[src/hdl/argument_fetch_line_splitter_assert.svh]
// Assertion macros used by the line splitter back end.
`ifndef ARGUMENT_FETCH_LINE_SPLITTER_ASSERT_SVH
`define ARGUMENT_FETCH_LINE_SPLITTER_ASSERT_SVH

// Antecedent implies consequent in the same cycle.
`define AFLS_ASSERT_IMPL(lbl, ante, cons, msg) \
  lbl: assert property (@(posedge clk) disable iff (!rst_n) (ante) |-> (cons)) \
    else $error(msg);

// Antecedent implies consequent in the next cycle.
`define AFLS_ASSERT_NEXT(lbl, ante, cons, msg) \
  lbl: assert property (@(posedge clk) disable iff (!rst_n) (ante) |=> (cons)) \
    else $error(msg);

`endif

[src/hdl/afls_pkg.sv]
// Package with constants and types of the argument fetch line splitter.
`default_nettype none
package afls_pkg;

  localparam int LINE_BYTES  = 64;   // power of two, 8 to 64
  localparam int BUF_BYTES   = 1024;
  localparam int ADDR_W      = 64;
  localparam int SIZE_IN_W   = 32;
  localparam int TGT_W       = 16;
  localparam int REQ_BYTES_W = 7;

  localparam int SZ_W   = $clog2(BUF_BYTES + 1);
  localparam int LN_W   = $clog2(LINE_BYTES + 1);
  localparam int LOFS_W = $clog2(LINE_BYTES);
  localparam int CW     = (SZ_W > LN_W) ? SZ_W : LN_W;

  localparam int Q_DEPTH = 2;
  localparam int Q_AW    = $clog2(Q_DEPTH);
  localparam int Q_CW    = $clog2(Q_DEPTH + 1);

  // A command after clamping, as it waits in the queue.
  typedef struct packed {
    logic [ADDR_W-1:0] base0;
    logic [SZ_W-1:0]   size0;
    logic [ADDR_W-1:0] base1;
    logic [SZ_W-1:0]   size1;
    logic [TGT_W-1:0]  target;
  } cmd_t;

  // Queue status seen by the front and the back.
  typedef struct packed {
    logic full;
    logic nonempty;
  } q_stat_t;

endpackage
`default_nettype wire

[src/hdl/afls_queue.sv]
// Short command queue between the front and the back.
`default_nettype none
module afls_queue
  import afls_pkg::*;
(
  input  wire logic    clk,
  input  wire logic    rst_n,
  input  wire logic    push,
  input  wire cmd_t    push_cmd,
  input  wire logic    pop,
  output cmd_t         head_cmd,
  output q_stat_t      stat
);

  cmd_t            mem [Q_DEPTH];
  logic [Q_AW-1:0] wr_ptr_r, wr_ptr_nxt;
  logic [Q_AW-1:0] rd_ptr_r, rd_ptr_nxt;
  logic [Q_CW-1:0] count_r, count_nxt;
  logic            do_push, do_pop;

  assign do_push = push && (count_r != Q_CW'(Q_DEPTH));
  assign do_pop  = pop && (count_r != '0);

  always_comb begin
    wr_ptr_nxt = wr_ptr_r;
    rd_ptr_nxt = rd_ptr_r;
    count_nxt  = count_r;
    if (do_push) begin
      wr_ptr_nxt = (wr_ptr_r == Q_AW'(Q_DEPTH - 1)) ? '0 : wr_ptr_r + 1'b1;
    end
    if (do_pop) begin
      rd_ptr_nxt = (rd_ptr_r == Q_AW'(Q_DEPTH - 1)) ? '0 : rd_ptr_r + 1'b1;
    end
    if (do_push && !do_pop) begin
      count_nxt = count_r + 1'b1;
    end else if (do_pop && !do_push) begin
      count_nxt = count_r - 1'b1;
    end
  end

  always_ff @(posedge clk) begin
    if (!rst_n) begin
      wr_ptr_r <= '0;
      rd_ptr_r <= '0;
      count_r  <= '0;
    end else begin
      wr_ptr_r <= wr_ptr_nxt;
      rd_ptr_r <= rd_ptr_nxt;
      count_r  <= count_nxt;
    end
  end

  always_ff @(posedge clk) begin
    if (do_push) begin
      mem[wr_ptr_r] <= push_cmd;
    end
  end

  assign head_cmd      = mem[rd_ptr_r];
  assign stat.full     = (count_r == Q_CW'(Q_DEPTH));
  assign stat.nonempty = (count_r != '0);

endmodule
`default_nettype wire

[config.mk]
export PLATFORM = sky130hd
export DESIGN_NAME = afls_queue
export DESIGN_NICKNAME = d
export VERILOG_FILES = /design/src/hdl/argument_fetch_line_splitter_assert.svh /design/src/hdl/afls_pkg.sv /design/src/hdl/afls_queue.sv
export SDC_FILE = /design/constraint.sdc
export NUM_CORES = 1
export LEC_CHECK = 0
export BUFFER_PORTS_ARGS = -buffer_cell sky130_fd_sc_hd__clkbuf_2
export CORE_MARGIN = 5
export CORE_UTILIZATION = 46
export CTS_CLUSTER_SIZE = 16
export DETAILED_ROUTE_END_ITERATION = 8
export GPL_ROUTABILITY_DRIVEN = 0
export HOLD_SLACK_MARGIN = 0.05
export PLACE_DENSITY = 0.84
export REMOVE_ABC_BUFFERS = 1
export SYNTH_ARGS = -nofsm -noshare
export SYNTH_HDL_FRONTEND = slang
export SYNTH_SLANG_ARGS = --single-unit
[constraint.sdc]
create_clock -name clk -period 7 [get_ports clk]
set_input_delay 0 -clock clk [delete_from_list [all_inputs] [get_ports clk]]
set_output_delay 0 -clock clk [all_outputs]
set_load 0.02 [all_outputs]
==> summary.md <==
| Metric | Value |
|---|---|
| Status | `completed` |
| Slew headroom | `between 20% and 30%` |
| Synthesized cell area | `between 0.01 and 0.015 sq mm` |
| Post-DP HPWL | `about 17000 um` |
| Synth area leaders | `edfxtp_1, mux2_2, buf_6` |
| Cell Rows | `59` |
| Port bufs | `~340` |
| RSZ-0062 raised after global routing | `false` |
| Tot GR Track Use | `18.3%` |
| Layout cell share with drive strength beyond 1 | `50.9%` |
| Pre-Repair DR Iteration Count | `4` |
| Unique cell type count in the Yosys netlist | `22` |
| Clk_lat worst skew | `500 ps` |
| Syn Inst Count | `approximately 540` |
| Vias | `between 7000 and 8000` |
| Setup Slack @ Placement | `about 4600 ps` |
| WP buf/inv | `2` |
| Setup crit end kind | `primary output` |
| Detail Route Antenna Nets | `0` |
| H-tree depth | `2` |
| Worst Path Required | `about 7000 ps` |
| NumNets Final | `about 1200` |
| Post-route insts no fill | `about 1400` |
| DR iter-0 viols | `351` |
| CTS Sinks | `337` |
| TritonCTS Buffers | `35` |
| Clock buffer depth | `3` |
| Global route overflow | `0` |
| CP max-delay cell | `dfxtp_4` |
| Initial Util | `around 47%` |
| Fin crit period | `2950 ps` |
| Crit-path cells | `buf_4 -> mux2_2 -> clkbuf_2` |
| Fmax achieved | `339 MHz` |
| Synth area leader | `edfxtp_1` |
| Clock-pin slew on the worst setup and hold paths | `approximately 60 ps` |
| Slowest cell delay on critical path | `just over 800 ps` |
| Crit Path Max Fanout | `74` |
| Max Clock Skew | `a little over 10 ps` |
| Final Routed Wirelength | `roughly 28000 um` |
| CP arrival | `between 2000 and 3000 ps` |
| # IOs | `338` |
| Tot Pwr | `between 6 and 7 mW` |
| Chip Width | `173 um` |
| EDFF count, synth | `roughly 330` |
| Die area | `approximately 0.03 sq mm` |
| DRC | `0` |
| Core Area | `0.0261 sq mm` |
| CTS tree | `yes` |
| Syn avg cell area | `22.7 sq um` |
| Max cap viols | `0` |
| Asr flop ratio synth | `0%` |
| Post-synthesis sequential area ratio | `between 80 and 90%` |
| Largest net degree at the start of global routing | `between 150 and 200` |
| YS warnings | `0` |
| Placed cell area | `between 0.01 and 0.015 sq mm` |
| Post-synth top cells | `edfxtp_1, mux2_2, buf_6, dfxtp_1, and2_1` |
| Critical path type | `reg -> out` |
| Final Worst Setup Slack | `between 4000 and 5000 ps` |
| Seq cells post-synth | `337` |
| Fin. max-slew vios | `0` |
| Global-route wire length before repair | `roughly 43000 um` |
| CTS root buffer | `clkbuf_16` |
| Vias in the first global route | `about 7900` |
| Min Hold Slack | `between 200 and 250 ps` |
| Cell count after placement | `1200` |
| Top-area cell type share of the netlist area | `approximately four fifths` |
| Area added between synthesis and finish | `38.9%` |
| Top-count cell post-synth | `edfxtp_1` |
| Fin area | `0.0170 sq mm` |
| Wire length per cell | `approximately 20 um` |
| Final Hold Fails | `0` |
| Initial antenna violation count | `4` |
| Die height | `173 um` |
| Startpoint Class | `register` |
| Post-synth top flop | `edfxtp_1` |
| Setup violators final | `0` |
| Hold Crit Class | `in -> reg` |
| P_leak | `6.46 nW` |
| CP delay by family, top | `buffers and inverters` |
| IR drop worst, VDD | `between 0.2 and 0.25 mV` |
| Post-CTS Setup Bufs | `0` |
| Vias/cell | `between 4 and 5` |
| Power Density | `about 350 mW/mm^2` |
| Tcrit/Tclk final | `a little over two fifths` |
| Worst Max-Slew Pin Slew | `between 1000 and 1500 ps` |
==> path summary, 6_finish.rpt <==
path                  from             to  slack (ps)  cells after the start
max               register  head_cmd[165]        4050                      3
min reg2reg     count_r[1]     count_r[1]         520                      2
min          push_cmd[164]    mem[1][164]         220                      2
max reg2reg     count_r[0]    mem[1][110]        4630                      3
==> cell usage in the layout, fill, tap and decap left out, types with 3 or more instances in the layout <==
cell,Yosys,routed
clkbuf_2,0,337
edfxtp_1,332,332
dlygate4sd3_1,0,170
mux2_2,166,166
clkbuf_16,0,37
clkbuf_1,0,8
clkinv_1,0,8
diode_2,0,5
clkinvlp_4,0,4
clkinv_2,0,4
dfxtp_1,5,4
buf_4,2,4
and2_1,3,3
==> what timing repair did <==
action | CTS | global route
endpoints found under the hold margin | 337 | 0
resized for setup | 0 | 0
hold buffers | 170 | 0
==> through the flow <==
| step | utilization, % | TNS, ps |
|---|---|---|
| 2_1_floorplan | - | -115570 |
| 3_3_place_gp | 54.5 | 0 |
| 3_5_place_dp | 54.5 | 0 |
| 4_1_cts | 65.1 | 0 |
| 5_1_grt | 65.1 | 0 |
| 6_report | 65.2 | 0 |
==> sequential cells by signal, summed over array words and instances (netlist names), named ones only <==
signal	count
rd_ptr_r	1
mem	332
count_r	2
wr_ptr_r	1
==> area by class of cell <==
| type | instances | area, sq um |
|---|---|---|
| Antenna cell | 5 | 12.5 |
| Clock buffer | 45 | 956 |
| Clock inverter | 17 | 110 |
| Fill cell | 1726 | 9110 |
| Inverter | 2 | 7.51 |
| Multi-Input combinational cell | 184 | 2010 |
| Sequential cell | 337 | 10100 |
| Tap cell | 335 | 419 |
| Timing Repair Buffer | 512 | 3440 |
==> power breakdown <==
| group | internal, mW | switching, mW | total, mW | leakage, nW |
|---|---|---|---|---|
| clock network | 1.00 | 0.733 | 1.73 | 0.508 |
| registers | 2.54 | 0.110 | 2.65 | 3.14 |
| logic | 0.659 | 0.981 | 1.64 | 2.81 |
==> per-layer routing <==
layer / up-vias / global-route usage (%) / part of all wire (%)
li1: 3229 / - / -
met2: 287 / 33.5 / 54
met4: 0 / 7.22 / 3.6
met5: - / 0 / 0
met3: 76 / 4.91 / 6.3
met1: 3501 / 20.1 / 36
==> worst reg2reg max path: cells and delay by family, from the launching register on <==
kind                   cells  cell delay, ps
DFF                        1             400
buffers and inverters      1             840
and+or+nand+nor            2             650
==> logic make-up after synthesis <==
family / count (synthesis) / synth area share (%)
and+or+nand+nor: 9 / 0.470
adders and majority gates: 1 / 0.102
DFF: 337 / 82.1
muxes: 166 / 15.2
buffers and inverters: 20 / 1.55
AOI/OAI and AO/OA: 5 / 0.265
xor gates and xnor gates: 3 / 0.214
Power figures use the tool's default switching activity.
